$ cat src/rtl/core/iidl_pkg.sv
// package for the indexed insert/delete list core
// opcode, status and cell command types shared by the cells and the top level
`timescale 1ns / 1ps

package iidl_pkg;

  localparam int POS_W    = 6;
  localparam int OP_W     = 3;
  localparam int ST_W     = 2;
  localparam int PORT_VW  = 32;
  localparam int CNT_OUTW = 7;
  localparam int RD_GROUP = 8;

  typedef enum logic [OP_W-1:0] {
    OP_APPEND = 3'd0,
    OP_INSERT = 3'd1,
    OP_DELETE = 3'd2,
    OP_GET    = 3'd3,
    OP_SET    = 3'd4
  } op_e;

  typedef enum logic [ST_W-1:0] {
    ST_DONE  = 2'd0,
    ST_RANGE = 2'd1,
    ST_FULL  = 2'd2
  } st_e;

  typedef enum logic [2:0] {
    CELL_NOP    = 3'd0,
    CELL_APPEND = 3'd1,
    CELL_INSERT = 3'd2,
    CELL_DELETE = 3'd3,
    CELL_SET    = 3'd4
  } cell_op_e;

  typedef struct packed {
    cell_op_e         op;
    logic [POS_W-1:0] pos;
  } cell_cmd_t;

endpackage

$ cat src/rtl/core/iidl_cell.sv
// one storage cell of the list chain
// depends on iidl_pkg; takes data from either neighbour or the broadcast value
`timescale 1ns / 1ps

module iidl_cell import iidl_pkg::*; #(
  parameter int VW  = 32,
  parameter int CW  = 7,
  parameter int IDX = 0
) (
  input  logic          clk_i,
  input  cell_cmd_t     cmd_i,
  input  logic [CW-1:0] count_i,
  input  logic [VW-1:0] value_i,
  input  logic [VW-1:0] left_i,
  input  logic [VW-1:0] right_i,
  output logic [VW-1:0] data_o,
  output logic [VW-1:0] hit_o
);

  localparam int IW = (CW > POS_W) ? CW : POS_W;
  localparam logic [IW-1:0] IdxC = IW'(IDX);
  localparam logic [IW-1:0] NxtC = IW'(IDX + 1);

  logic [VW-1:0] data_q, data_d;
  logic [IW-1:0] pos_x, cnt_x;
  logic          at_pos;

  assign pos_x  = IW'(cmd_i.pos);
  assign cnt_x  = IW'(count_i);
  assign at_pos = (IdxC == pos_x);

  always_comb begin
    data_d = data_q;
    case (cmd_i.op)
      CELL_APPEND: begin
        if (IdxC == cnt_x) data_d = value_i;
      end
      CELL_INSERT: begin
        if (at_pos) data_d = value_i;
        else if (IdxC > pos_x && IdxC <= cnt_x) data_d = left_i;
      end
      CELL_DELETE: begin
        if (IdxC >= pos_x && NxtC < cnt_x) data_d = right_i;
      end
      CELL_SET: begin
        if (at_pos) data_d = value_i;
      end
      default: data_d = data_q;
    endcase
  end

  always_ff @(posedge clk_i) begin
    data_q <= data_d;
  end

  assign data_o = data_q;
  assign hit_o  = at_pos ? data_q : '0;

endmodule

$ cat config.mk
export PLATFORM = sky130hd
export DESIGN_NAME = iidl_cell
export DESIGN_NICKNAME = d
export VERILOG_FILES = /design/src/rtl/core/iidl_pkg.sv /design/src/rtl/core/iidl_cell.sv
export SDC_FILE = /design/constraint.sdc
export NUM_CORES = 1
export LEC_CHECK = 0
export ABC_CLOCK_PERIOD_IN_PS = 3800
export BUFFER_PORTS_ARGS = -buffer_cell sky130_fd_sc_hd__buf_4
export CORE_MARGIN = 3
export CORE_UTILIZATION = 40
export CTS_BUF_LIST = sky130_fd_sc_hd__clkbuf_4 sky130_fd_sc_hd__clkbuf_8
export CTS_CLUSTER_DIAMETER = 120
export DETAILED_ROUTE_END_ITERATION = 16
export GPL_TIMING_DRIVEN = 0
export PLACE_DENSITY = 0.79
export SYNTH_ARGS = -nofsm -noshare
export SYNTH_HDL_FRONTEND = slang
export SYNTH_SLANG_ARGS = --single-unit
$ cat constraint.sdc
create_clock -name clk_i -period 3.8 [get_ports clk_i]
set_clock_uncertainty 0.15 [all_clocks]
set_input_delay 0.76 -clock clk_i [delete_from_list [all_inputs] [get_ports clk_i]]
set_output_delay 0.76 -clock clk_i [all_outputs]
set_load 0.01 [all_outputs]
# ---- After elaboration in Yosys (flattened, before gate mapping)
# Index checks and enable logic that the tools add are counted.
# W data, S select, Z words.
dict set report word_totals {
  regBits 32
  inputBits 113
  output_inout_bits 64
  elab_cells 26
}
dict set report classes {
  n_lt_le_gt_ge 4
  eq_ne 8
  n_mux 7
  n_reduce_logical 6
}
# cell count
set ops {}
lappend ops {{$mux W32} 6}
lappend ops {{$pmux W32 S4} 1}
lappend ops {{$logic_not A7 Y1} 2}
lappend ops {{$le A1 B7 Y1 const A} 1}
lappend ops {{$lt A1 B7 Y1 const A} 1}
lappend ops {{$eq A3 B2 Y1 const B} 2}
lappend ops {{$ge A1 B6 Y1 const A} 1}
lappend ops {{$gt A1 B6 Y1 const A} 1}
lappend ops {{$ne A2 B2 Y1 const B} 3}
lappend ops {{$reduce_and A5 Y1} 1}
lappend ops {{$reduce_bool A4 Y1} 1}
lappend ops {{$eq A3 B1 Y1 const B} 1}
lappend ops {{$eq A3 B3 Y1 const B} 1}
lappend ops {{$ne A3 B3 Y1 const B} 1}
lappend ops {{$logic_and A1 B1 Y1} 2}

# ---- Depth between registers and ports, before layout
# Gate-level depths: netlist of the first run.
dict set report depth {
  word_depth 5
  depth_mapped 6
  ltp_nobuf 4
}

# ---- Worst setup path before layout of the first run
# OpenSTA, ideal clock, no wires.
dict set report synth_path {
  kind {input-to-reg}
  start {input cmd_i[2] (netlist name)}
  end {register data_q[0] (netlist: data_o[0]), enable pin}
  setup_ns 0.425
  arrival_time_ns 2.738
  required_time_ns 3.225
  path_slack_ns 0.487
  stages 4
  path_buffers 1
  cell_sequence {nor2_1 -> nand3_1 -> clkbuf_1 -> o21ai_1}
}
dict set report synth_between {
  elab_chain_cells 4
  word_cells_on_any_way 9
  classes_between {order compare: 2; eq/ne: 3; reduce/logical: 4}
}
# item line
set synth_rtl {}
lappend synth_rtl {{start: declaration} iidl_cell.sv:11} ;# input cell_cmd_t cmd_i,
lappend synth_rtl {{$gt A1 B6 Y1 / $ge A1 B6 Y1 (equally long branches)} {iidl_cell.sv:40, iidl_cell.sv:43}}
lappend synth_rtl {{$logic_and A1 B1 Y1, on equally long branches} {iidl_cell.sv:40, iidl_cell.sv:43}}
lappend synth_rtl {{$ne A3 B3 Y1 (no line) / $ne A2 B2 Y1 (equally long branches)} --}
lappend synth_rtl {{$reduce_and A5 Y1 (no line) (*)} --}
lappend synth_rtl {{end signal: assignment} iidl_cell.sv:53} ;# data_q <= data_d;
lappend synth_rtl {{end: declaration} iidl_cell.sv:24} ;# logic [VW-1:0] data_q, data_d;
# Mark *: on every way between the ends. The rest lies on a longest branch, timed or not.
# A chain may end at the register's enable or synchronous reset.

# ---- Final worst setup path of the first run
dict set report layout_path {
  start {input cmd_i[2] (netlist name)}
  end {output hit_o[7]}
}
dict set report layout_between {
  elab_chain_cells 2
}
# item line
set layout_rtl {}
lappend layout_rtl {{$logic_not A7 Y1} iidl_cell.sv:30} ;# assign at_pos = (IdxC == pos_x);
lappend layout_rtl {{$mux W32} iidl_cell.sv:57} ;# assign hit_o = at_pos ? data_q : '0;
lappend layout_rtl {{end: declaration} iidl_cell.sv:17} ;# output logic [VW-1:0] hit_o
# No other way between the ends.

==> results.toml, run 1 <==
[routing]
num_vias = 2710
drt-total-wl_mm = 8.41
postRouteAntennaNets = 0
drcViolationCount = 0
vias_per_cell = 5.54
drt_iter0_markers = 177
routedWlPerCell_um = 17.2
dr.pass1.iters = 4

[sta]
fmax_mhz = 357
fin_crit_sh_pct = 73.8
max_slew_margin_pct = 63.0
fin_setup_tns_ns = 0
finalSetupViolCount = 0
rsz0062_at_grt = "no"
tightest_slew_ns = 0.555
slew_violations = 0
fin_ws_ns = 0.996
hold_viol_final = 0
period_minus_slack_ns = 2.80

[logic_synthesis]
syn_avg_cell_area_um2 = 9.24
synth_cell_types = 21
ys_top_cells_by_area = "edfxtp_1, nor3_1, and2_1, nor4_1, o22ai_1"
synth_area_leader_cell = "edfxtp_1"
ys_ff_latch = 32
syn_nets = 347
synthFlopType = "edfxtp_1"
synth_top_area_share_pct = 44.4
syn_inst = 234
synth_warnings = 0
synth_seq_area_share_pct = 44.4
syn_area_mm2 = 0.00216
synth_edf_count = 32
synth_commonest_cells = "nor3_1, and2_1, edfxtp_1, nor4_1, o22ai_1"
yosysMostFrequentCell = "nor3_1"
async_reset_ff_share_pct = 0

[outcome]
status = "complete, no violations"

[die]
initial_utilization_pct = 41.8
die_h_um = 79.5
die_area_mm2 = 0.00632
io_pins = 177
num_rows = 26
fp.dieW_um = 79.5
coreArea_mm2 = 0.00517

[pwr]
switching_share_pct = 25.1
switchingPower_w = 0.000212
comb_power_share_pct = 23.0
p_leak_nw = 1.61
clkPwrFrac_pct = 30.1
vdd_ir_drop_max_v = 0.000126
p_per_area_mw_per_mm2 = 229
power_frac_seq_pct = 46.9
internal_power_w = 0.000632

[clock_network]
htree_levels = 2
clk_pin_slew_ns = 0.06
ctsHoldBuffers = 0
cts_max_path_buffers = 2
cts-root-buf = "clkbuf_8"
cts.repair.resized = 0
cts_buffers = 5
postCtsSetupBuffers = 0
cts.sinks = 32
cts_tree = "built"

[setup_path]
critPathLaunchType = "input port"
critPathCaptureType = "primary output"
worstPathRequired_ns = 2.89
worstPathMaxFanout = 10
arrival_ns = 1.89
crit_type = "in -> out"

[global_route]
grt_pass1_wl_mm = 12.8
grt_pass1_vias = 2634
antenna_found_initial = 0
grt_max_degree = 27
gr-usage-met1_pct = 29.6
met3_usage_pct = 6.66
met2_usage_pct = 46.4
overflow = 0
busiest_layer = "met2"
grt.total_usage_pct = 26.1

[placement]
post-place-ws_ns = 0.983
gp_congestion = 0.831
place_inst = 481
portBuffers = 176
place_hpwl_mm = 6.55

[layout]
n_fill_cell = 408
fin_util_pct = 71.2
drive_above_1_share_pct = 51.6
largest_register_ffs = 32
layout.nets = 531
instances_no_fill = 489
syn_to_final_growth_pct = 70.4
diodes = 0

[hold_path]
whs_path_depth = 3
hold_start = "right_i[25]"
min_to = "data_o[25]"
holdCritPathClass = "in -> reg"

[run]
max-cap-violations = 0
[power by group through the flow]
stage / Sequential, W / Combinational [W] / Clock (W)
after global routing: 0.000396 / 0.000211 / 0.000275
final: 0.000396 / 0.000194 / 0.000254
after CTS: 0.000396 / 0.000194 / 0.000259
after detailed placement: 0.000403 / 0.000194 / 0
after global placement: 0.000403 / 0.000188 / 0
after floorplan: 0.000404 / 0.0000726 / 0
[worst max-delay path: stages]
cell      delay, ns
buf_4          0.11
nor2_1         0.13
and3_1         0.16
buf_4          0.18
clkbuf_2       0.27
and2_1         0.17
buf_4          0.12
[cells in the final DEF (no fill, tap or decap), types with 2 or more instances in the layout]
| cell type | n |
|---|---|
| buf_4 | 181 |
| nor3_1 | 56 |
| nor4_1 | 32 |
| o22ai_1 | 32 |
| and2_1 | 32 |
| edfxtp_1 | 32 |
| buf_2 | 10 |
| nor3_2 | 8 |
| clkbuf_1 | 7 |
| nor2_1 | 5 |
| clkbuf_8 | 5 |
| clkbuf_2 | 3 |
| nand3_1 | 2 |
| buf_6 | 2 |
| clkinv_2 | 2 |
[area by class of cell]
type                            instances  area (um2)  share of cell area (%)
Buffer                                 27         151                    4.11
Clock buffer                            5        68.8                    1.87
Clock inverter                          3        13.8                   0.374
Multi-Input combinational cell        175        1060                    28.8
Sequential cell                        32         961                    26.1
Tap cell                               70        87.6                    2.38
Timing Repair Buffer                  177        1340                    36.4
[stage by stage]
stage                     hold slack [ns]  power [W]  instance area [um2]
after floorplan                     0.870   0.000477                 2160
after global placement              0.961   0.000591                 3570
after detailed placement            0.977   0.000597                 3600
after CTS                           0.680   0.000848                 3680
after global routing                0.703   0.000882                 3680
final                               0.685   0.000844                 3680
[metal layers]
metal | part of all wire [%] | routed length (um) | vias up
li1 | - | - | 1286
met1 | 36 | 3040 | 1267
met2 | 52 | 4390 | 138
met3 | 8.9 | 750 | 19
met4 | 2.7 | 230 | 0
met5 | 0 | 0 | -
[worst max-delay path by stage]
stage | startpoint | to | slack, ns | depth (start not counted)
floorplan | cmd_i[2] | data_o[0] | 0.49 | 4
global placement | cmd_i[2] | data_o[12] | -0.60 | 5
detailed placement | cmd_i[2] | hit_o[4] | 0.98 | 7
CTS | cmd_i[2] | hit_o[4] | 0.98 | 7
global route | cmd_i[2] | hit_o[3] | 0.87 | 7
finish | cmd_i[2] | hit_o[7] | 1.0 | 7
[cells by family after synthesis]
| family | count (synthesis) | share of synthesized area [%] |
|---|---|---|
| flip-flops | 32 | 44.4 |
| buffers and inverters | 27 | 7.00 |
| AND/OR/NAND/NOR | 141 | 38.7 |
| AO/OA/AOI/OAI | 34 | 9.84 |
No activity file was read; power rests on OpenSTA's default activity.
==> inputs of run 2 (changes only) <==
--- a/config.mk
+++ b/config.mk
@@ -5,15 +5,15 @@
 export SDC_FILE = /design/constraint.sdc
 export NUM_CORES = 1
 export LEC_CHECK = 0
-export ABC_CLOCK_PERIOD_IN_PS = 3800
+export ABC_CLOCK_PERIOD_IN_PS = 2300
 export BUFFER_PORTS_ARGS = -buffer_cell sky130_fd_sc_hd__buf_4
 export CORE_MARGIN = 3
-export CORE_UTILIZATION = 40
+export CORE_UTILIZATION = 36
 export CTS_BUF_LIST = sky130_fd_sc_hd__clkbuf_4 sky130_fd_sc_hd__clkbuf_8
 export CTS_CLUSTER_DIAMETER = 120
 export DETAILED_ROUTE_END_ITERATION = 16
 export GPL_TIMING_DRIVEN = 0
-export PLACE_DENSITY = 0.79
+export PLACE_DENSITY = 0.75
 export SYNTH_ARGS = -nofsm -noshare
 export SYNTH_HDL_FRONTEND = slang
 export SYNTH_SLANG_ARGS = --single-unit
==> constraint.sdc (replaced) <==
create_clock -name clk_i -period 2.3 [get_ports clk_i]
set_clock_uncertainty 0.15 [all_clocks]
set_input_delay 0.46 -clock clk_i [delete_from_list [all_inputs] [get_ports clk_i]]
set_output_delay 0.46 -clock clk_i [all_outputs]
set_load 0.01 [all_outputs]
==> run 2 against run 1 <==
Net effect: combinational power grew 67%; non-clock buffer count decreased by 1; global-route usage fell by 2.4 points; critical endpoint is now hit_o[20]; core utilization is 5.9 points lower.
==> results.toml, run 2 (synthesized netlist as in run 1, its figures left out) <==
[global_route]
grt_pass1_wl_mm = 13.4
met2_usage_pct = 42.3
antenna_found_initial = 0
grt_max_degree = 17
grt.total_usage_pct = 23.6
gr-usage-met1_pct = 27.3
met3_usage_pct = 5.63
overflow = 0
busiest_layer = "met2"
grt_pass1_vias = 2781

[routing]
drt_iter0_markers = 114
dr.pass1.iters = 4
drt-total-wl_mm = 8.71
routedWlPerCell_um = 17.7
drcViolationCount = 0
vias_per_cell = 5.54
num_vias = 2720
postRouteAntennaNets = 0

[sta]
max_slew_margin_pct = 53.1
hold_viol_final = 0
fmax_mhz = 462
fin_ws_ns = 0.134
period_minus_slack_ns = 2.17
fin_crit_sh_pct = 94.2
finalSetupViolCount = 0
rsz0062_at_grt = "no"
slew_violations = 0
tightest_slew_ns = 0.704

[clock_network]
clk_pin_slew_ns = 0.07
cts_tree = "built"
htree_levels = 2
cts_max_path_buffers = 2
cts-root-buf = "clkbuf_8"
cts.sinks = 32
cts_buffers = 5

[setup_path]
worstPathMaxFanout = 10
worstPathCellList = "buf_4, nor2_1, and3_1, buf_4, buf_2, and2_1, buf_4"
crit_type = "in -> out"
critPathLaunchType = "input port"
critPathCaptureType = "primary output"
crit_end = "hit_o[20]"
crit_path_start = "cmd_i[5]"
max_stage_delay_ns = 0.24
crit_path_frequent_cell = "buf_4"
arrival_ns = 1.56
worstPathRequired_ns = 1.69
critPathSlowestCell = "buf_2"

[hold_path]
holdCritPathClass = "in -> reg"

[layout]
final_common_cell = "buf_4"
ff_latch_area_um2 = 961
n_fill_cell = 511
layout_common_cells = "buf_4, nor3_1"
diodes = 0
syn_to_final_growth_pct = 70.4
multi_input_area_mm2 = 0.00108
instances_no_fill = 491
fin_area_mm2 = 0.00368
drive_above_1_share_pct = 51.6
largest_register_ffs = 32
layout.nets = 531

[run]
max-cap-violations = 0

[outcome]
status = "complete, no violations"

[placement]
place_area_mm2 = 0.00358
gp_congestion = 0.802
post-place-ws_ns = -0.464
place_hpwl_mm = 6.57
place_inst = 482
portBuffers = 176

[die]
fp.dieW_um = 83.5
io_pins = 177
coreArea_mm2 = 0.00564
initial_utilization_pct = 38.3
num_rows = 27
die_h_um = 83.5
die_area_mm2 = 0.00697

[pwr]
finalPower_w = 0.00141
comb_power_share_pct = 23.0
p_leak_nw = 1.61
power_frac_seq_pct = 46.4
p_per_area_mw_per_mm2 = 382
switching_share_pct = 25.9
switchingPower_w = 0.000365
clkPwrFrac_pct = 30.6
vdd_ir_drop_max_v = 0.000248
internal_power_w = 0.00104
[run 2: layout make-up]
class,instances,area share [%]
Clock buffer,5,1.87
Clock inverter,3,0.374
Timing Repair Buffer,176,35.9
Multi-Input combinational cell,176,29.2
Sequential cell,32,26.1
Tap cell,72,2.45
Buffer,27,4.11
[run 2: how the worst min path moves through the flow]
stage | slack [ns] | from | cells after the start | to
detailed placement | 0.67 | right_i[0] | 3 | data_o[0]
global route | 0.37 | right_i[22] | 3 | data_o[22]
global placement | 0.66 | right_i[0] | 3 | data_o[0]
finish | 0.37 | right_i[0] | 3 | data_o[0]
CTS | 0.37 | right_i[0] | 3 | data_o[0]
floorplan | 0.57 | right_i[0] | 2 | data_o[0]
[run 2: worst max-delay path, delay by kind of cell]
family                 cells  cell delay (ns)
AND/OR/NAND/NOR            3             0.47
buffers and inverters      4             0.62
[run 2: what timing repair did]
item	CTS	global route
pin swaps	1	0
gates cloned	1	0
endpoints found under the setup margin	32	2
hold buffers	0	0
buffers inserted	0	0
resized for setup	1	2
[run 2: per-stage QoR]
step | TNS (ns) | hold slack, ns | util [%]
after global routing | 0 | 0.374 | 65.3
after floorplan | 0 | 0.570 | -
after detailed placement | -14.82 | 0.668 | 63.5
after global placement | -14.70 | 0.661 | 63.5
final | 0 | 0.372 | 65.3
after CTS | 0 | 0.367 | 65.3
[run 2: per-layer routing]
layer,wire length [um],up-vias,part of all wire (%)
met3,785,19,9.0
met1,3270,1259,38
met4,208,0,2.4
met2,4440,158,51
met5,0,-,0
li1,-,1284,-
[run 2: power groups by stage]
stage                     clock network, W  logic, W  registers (W)
after floorplan                          0  0.000121       0.000668
after global placement                   0  0.000313       0.000667
after detailed placement                 0  0.000320       0.000667
after CTS                         0.000430  0.000322       0.000654
after global routing              0.000455  0.000350       0.000654
final                             0.000431  0.000324       0.000654
==> inputs of run 3 (changes only) <==
--- a/config.mk
+++ b/config.mk
@@ -14,6 +14,7 @@
 export DETAILED_ROUTE_END_ITERATION = 16
 export GPL_TIMING_DRIVEN = 0
 export PLACE_DENSITY = 0.75
+export SETUP_SLACK_MARGIN = 0.3
 export SYNTH_ARGS = -nofsm -noshare
 export SYNTH_HDL_FRONTEND = slang
 export SYNTH_SLANG_ARGS = --single-unit
==> run 3 against run 2 <==
Net effect: global-route usage is 0.25 points higher; maximum frequency is 9.1% higher; count of clock-buffer cells in the layout is 2 higher; routed wire length is 3.1% higher; combinational power is 4% higher; hold slack better by 0.0075 ns; die area stayed put; final area is 6.3% higher; critical path type unchanged; critical endpoint is now hit_o[16]; largest power group unchanged.
==> results.toml, run 3 (synthesized netlist as in run 1, its figures left out) <==
[run]
max-cap-violations = 0

[hold_path]
holdCritPathClass = "in -> reg"
whs_path_depth = 3

[placement]
portBuffers = 176
gp_congestion = 0.777
place_inst = 482
place_hpwl_mm = 6.52

[pwr]
p_leak_nw = 1.68
internal_power_w = 0.00108
p_per_area_mw_per_mm2 = 367
switchingPower_w = 0.000356
clkPwrFrac_pct = 31.2
power_frac_seq_pct = 45.5
vdd_ir_drop_max_v = 0.000213
comb_power_share_pct = 23.4
switching_share_pct = 24.7

[layout]
instances_no_fill = 495
n_fill_cell = 466
largest_register_ffs = 32
fin_util_pct = 69.4
layout.nets = 535
drive_above_1_share_pct = 55.8
diodes = 0
final_common_cell = "buf_4"
syn_to_final_growth_pct = 81.1
layout_common_cells = "buf_4, nor3_1, nor4_1, o22ai_1, edfxtp_1"

[sta]
hold_viol_final = 0
tightest_slew_ns = 0.611
max_slew_margin_pct = 59.1
fin_crit_sh_pct = 86.4
fmax_mhz = 503
slew_violations = 0
rsz0062_at_grt = "yes"
period_minus_slack_ns = 1.99
finalSetupViolCount = 0

[routing]
postRouteAntennaNets = 0
num_vias = 2699
vias_per_cell = 5.45
routedWlPerCell_um = 18.1
drcViolationCount = 0
drt_iter0_markers = 103
drt-total-wl_mm = 8.97
dr.pass1.iters = 4

[global_route]
grt_pass1_wl_mm = 13.5
grt.total_usage_pct = 23.9
antenna_found_initial = 0
grt_pass1_vias = 2716
overflow = 0
grt_max_degree = 17

[setup_path]
critPathSlowestCell = "and3_4"
crit_path_frequent_cell = "buf_6"
critPathCaptureType = "primary output"
worstPathRequired_ns = 1.69
arrival_ns = 1.38
crit_type = "in -> out"
worstPathMaxFanout = 8
critPathLaunchType = "input port"
worst-path-stages = 7
worstPathCellList = "buf_6, nor2_4, and3_4, buf_12, clkbuf_16, and2_4, buf_6"
cp.buffers_inverters = 4
max_stage_delay_ns = 0.20
cpLargestDelayFamily = "buffers and inverters"

[die]
fp.dieW_um = 83.5
initial_utilization_pct = 38.3
die_area_mm2 = 0.00697
die_h_um = 83.5
io_pins = 177
coreArea_mm2 = 0.00564
num_rows = 27

[clock_network]
cts.sinks = 32
cts-root-buf = "clkbuf_8"
htree_levels = 2
ctsHoldBuffers = 0
clk_pin_slew_ns = 0.07
cts_buffers = 5
cts_max_path_buffers = 2
cts_tree = "built"

[outcome]
status = "complete, no violations"
[run 3: cell count changes in the layout (fill, tap and decap cells not counted), moves of 3 or more]
cell and change:
clkbuf_4 +3, buf_6 +18, and2_1 -10, buf_4 -16
nor2_1 -3, and2_4 +10, nor2_4 +3
[run 3: final cells by class]
type / instances / area [um2] / area share [%]
Buffer: 27 / 225 / 5.75
Clock buffer: 7 / 83.8 / 2.14
Clock inverter: 1 / 3.75 / 0.0958
Multi-Input combinational cell: 176 / 1130 / 28.9
Sequential cell: 32 / 961 / 24.5
Tap cell: 72 / 90.1 / 2.30
Timing Repair Buffer: 180 / 1420 / 36.2
[run 3: power groups by stage]
stage | Combinational [W] | Sequential, W | Clock, W
finish | 0.000336 | 0.000654 | 0.000449
global route | 0.000364 | 0.000654 | 0.000486
CTS | 0.000324 | 0.000654 | 0.000458
detailed placement | 0.000318 | 0.000667 | 0
global placement | 0.000311 | 0.000666 | 0
floorplan | 0.000121 | 0.000668 | 0
[run 3: metal layers]
layer / GRT usage, % / share of wire (%) / vias to the layer above
met1: 28.5 / 37 / 1249
met4: 5.99 / 1.2 / 0
met2: 42.3 / 53 / 141
met3: 6.81 / 9.4 / 10
li1: - / - / 1299
met5: 0 / 0 / -
[run 3: repair_timing]
| item | in CTS | in global routing |
|---|---|---|
| resized for setup | 14 | 34 |
| gates cloned | 1 | 2 |
| pin swaps | 2 | 5 |
| setup endpoints to repair | 64 | 64 |
| endpoints found under the hold margin | 0 | 0 |
| setup buffers | 2 | 0 |
[run 3: stage by stage]
stage | setup slack, ns | hold WS (ns) | area (um2) | TNS (ns) | power, W
2_1_floorplan | 0.239 | 0.570 | 2180 | 0 | 0.000789
3_3_place_gp | -0.310 | 0.660 | 3590 | -9.89 | 0.000978
3_5_place_dp | -0.310 | 0.672 | 3590 | -9.86 | 0.000984
4_1_cts | 0.296 | 0.376 | 3770 | 0 | 0.00144
5_1_grt | 0.285 | 0.395 | 3920 | 0 | 0.00150
6_report | 0.314 | 0.380 | 3920 | 0 | 0.00144
[run 3: final timing paths]
path | to | start | slack, ns
max | hit_o[16] | cmd_i[1] | 0.31
min | data_o[14] | right_i[14] | 0.38
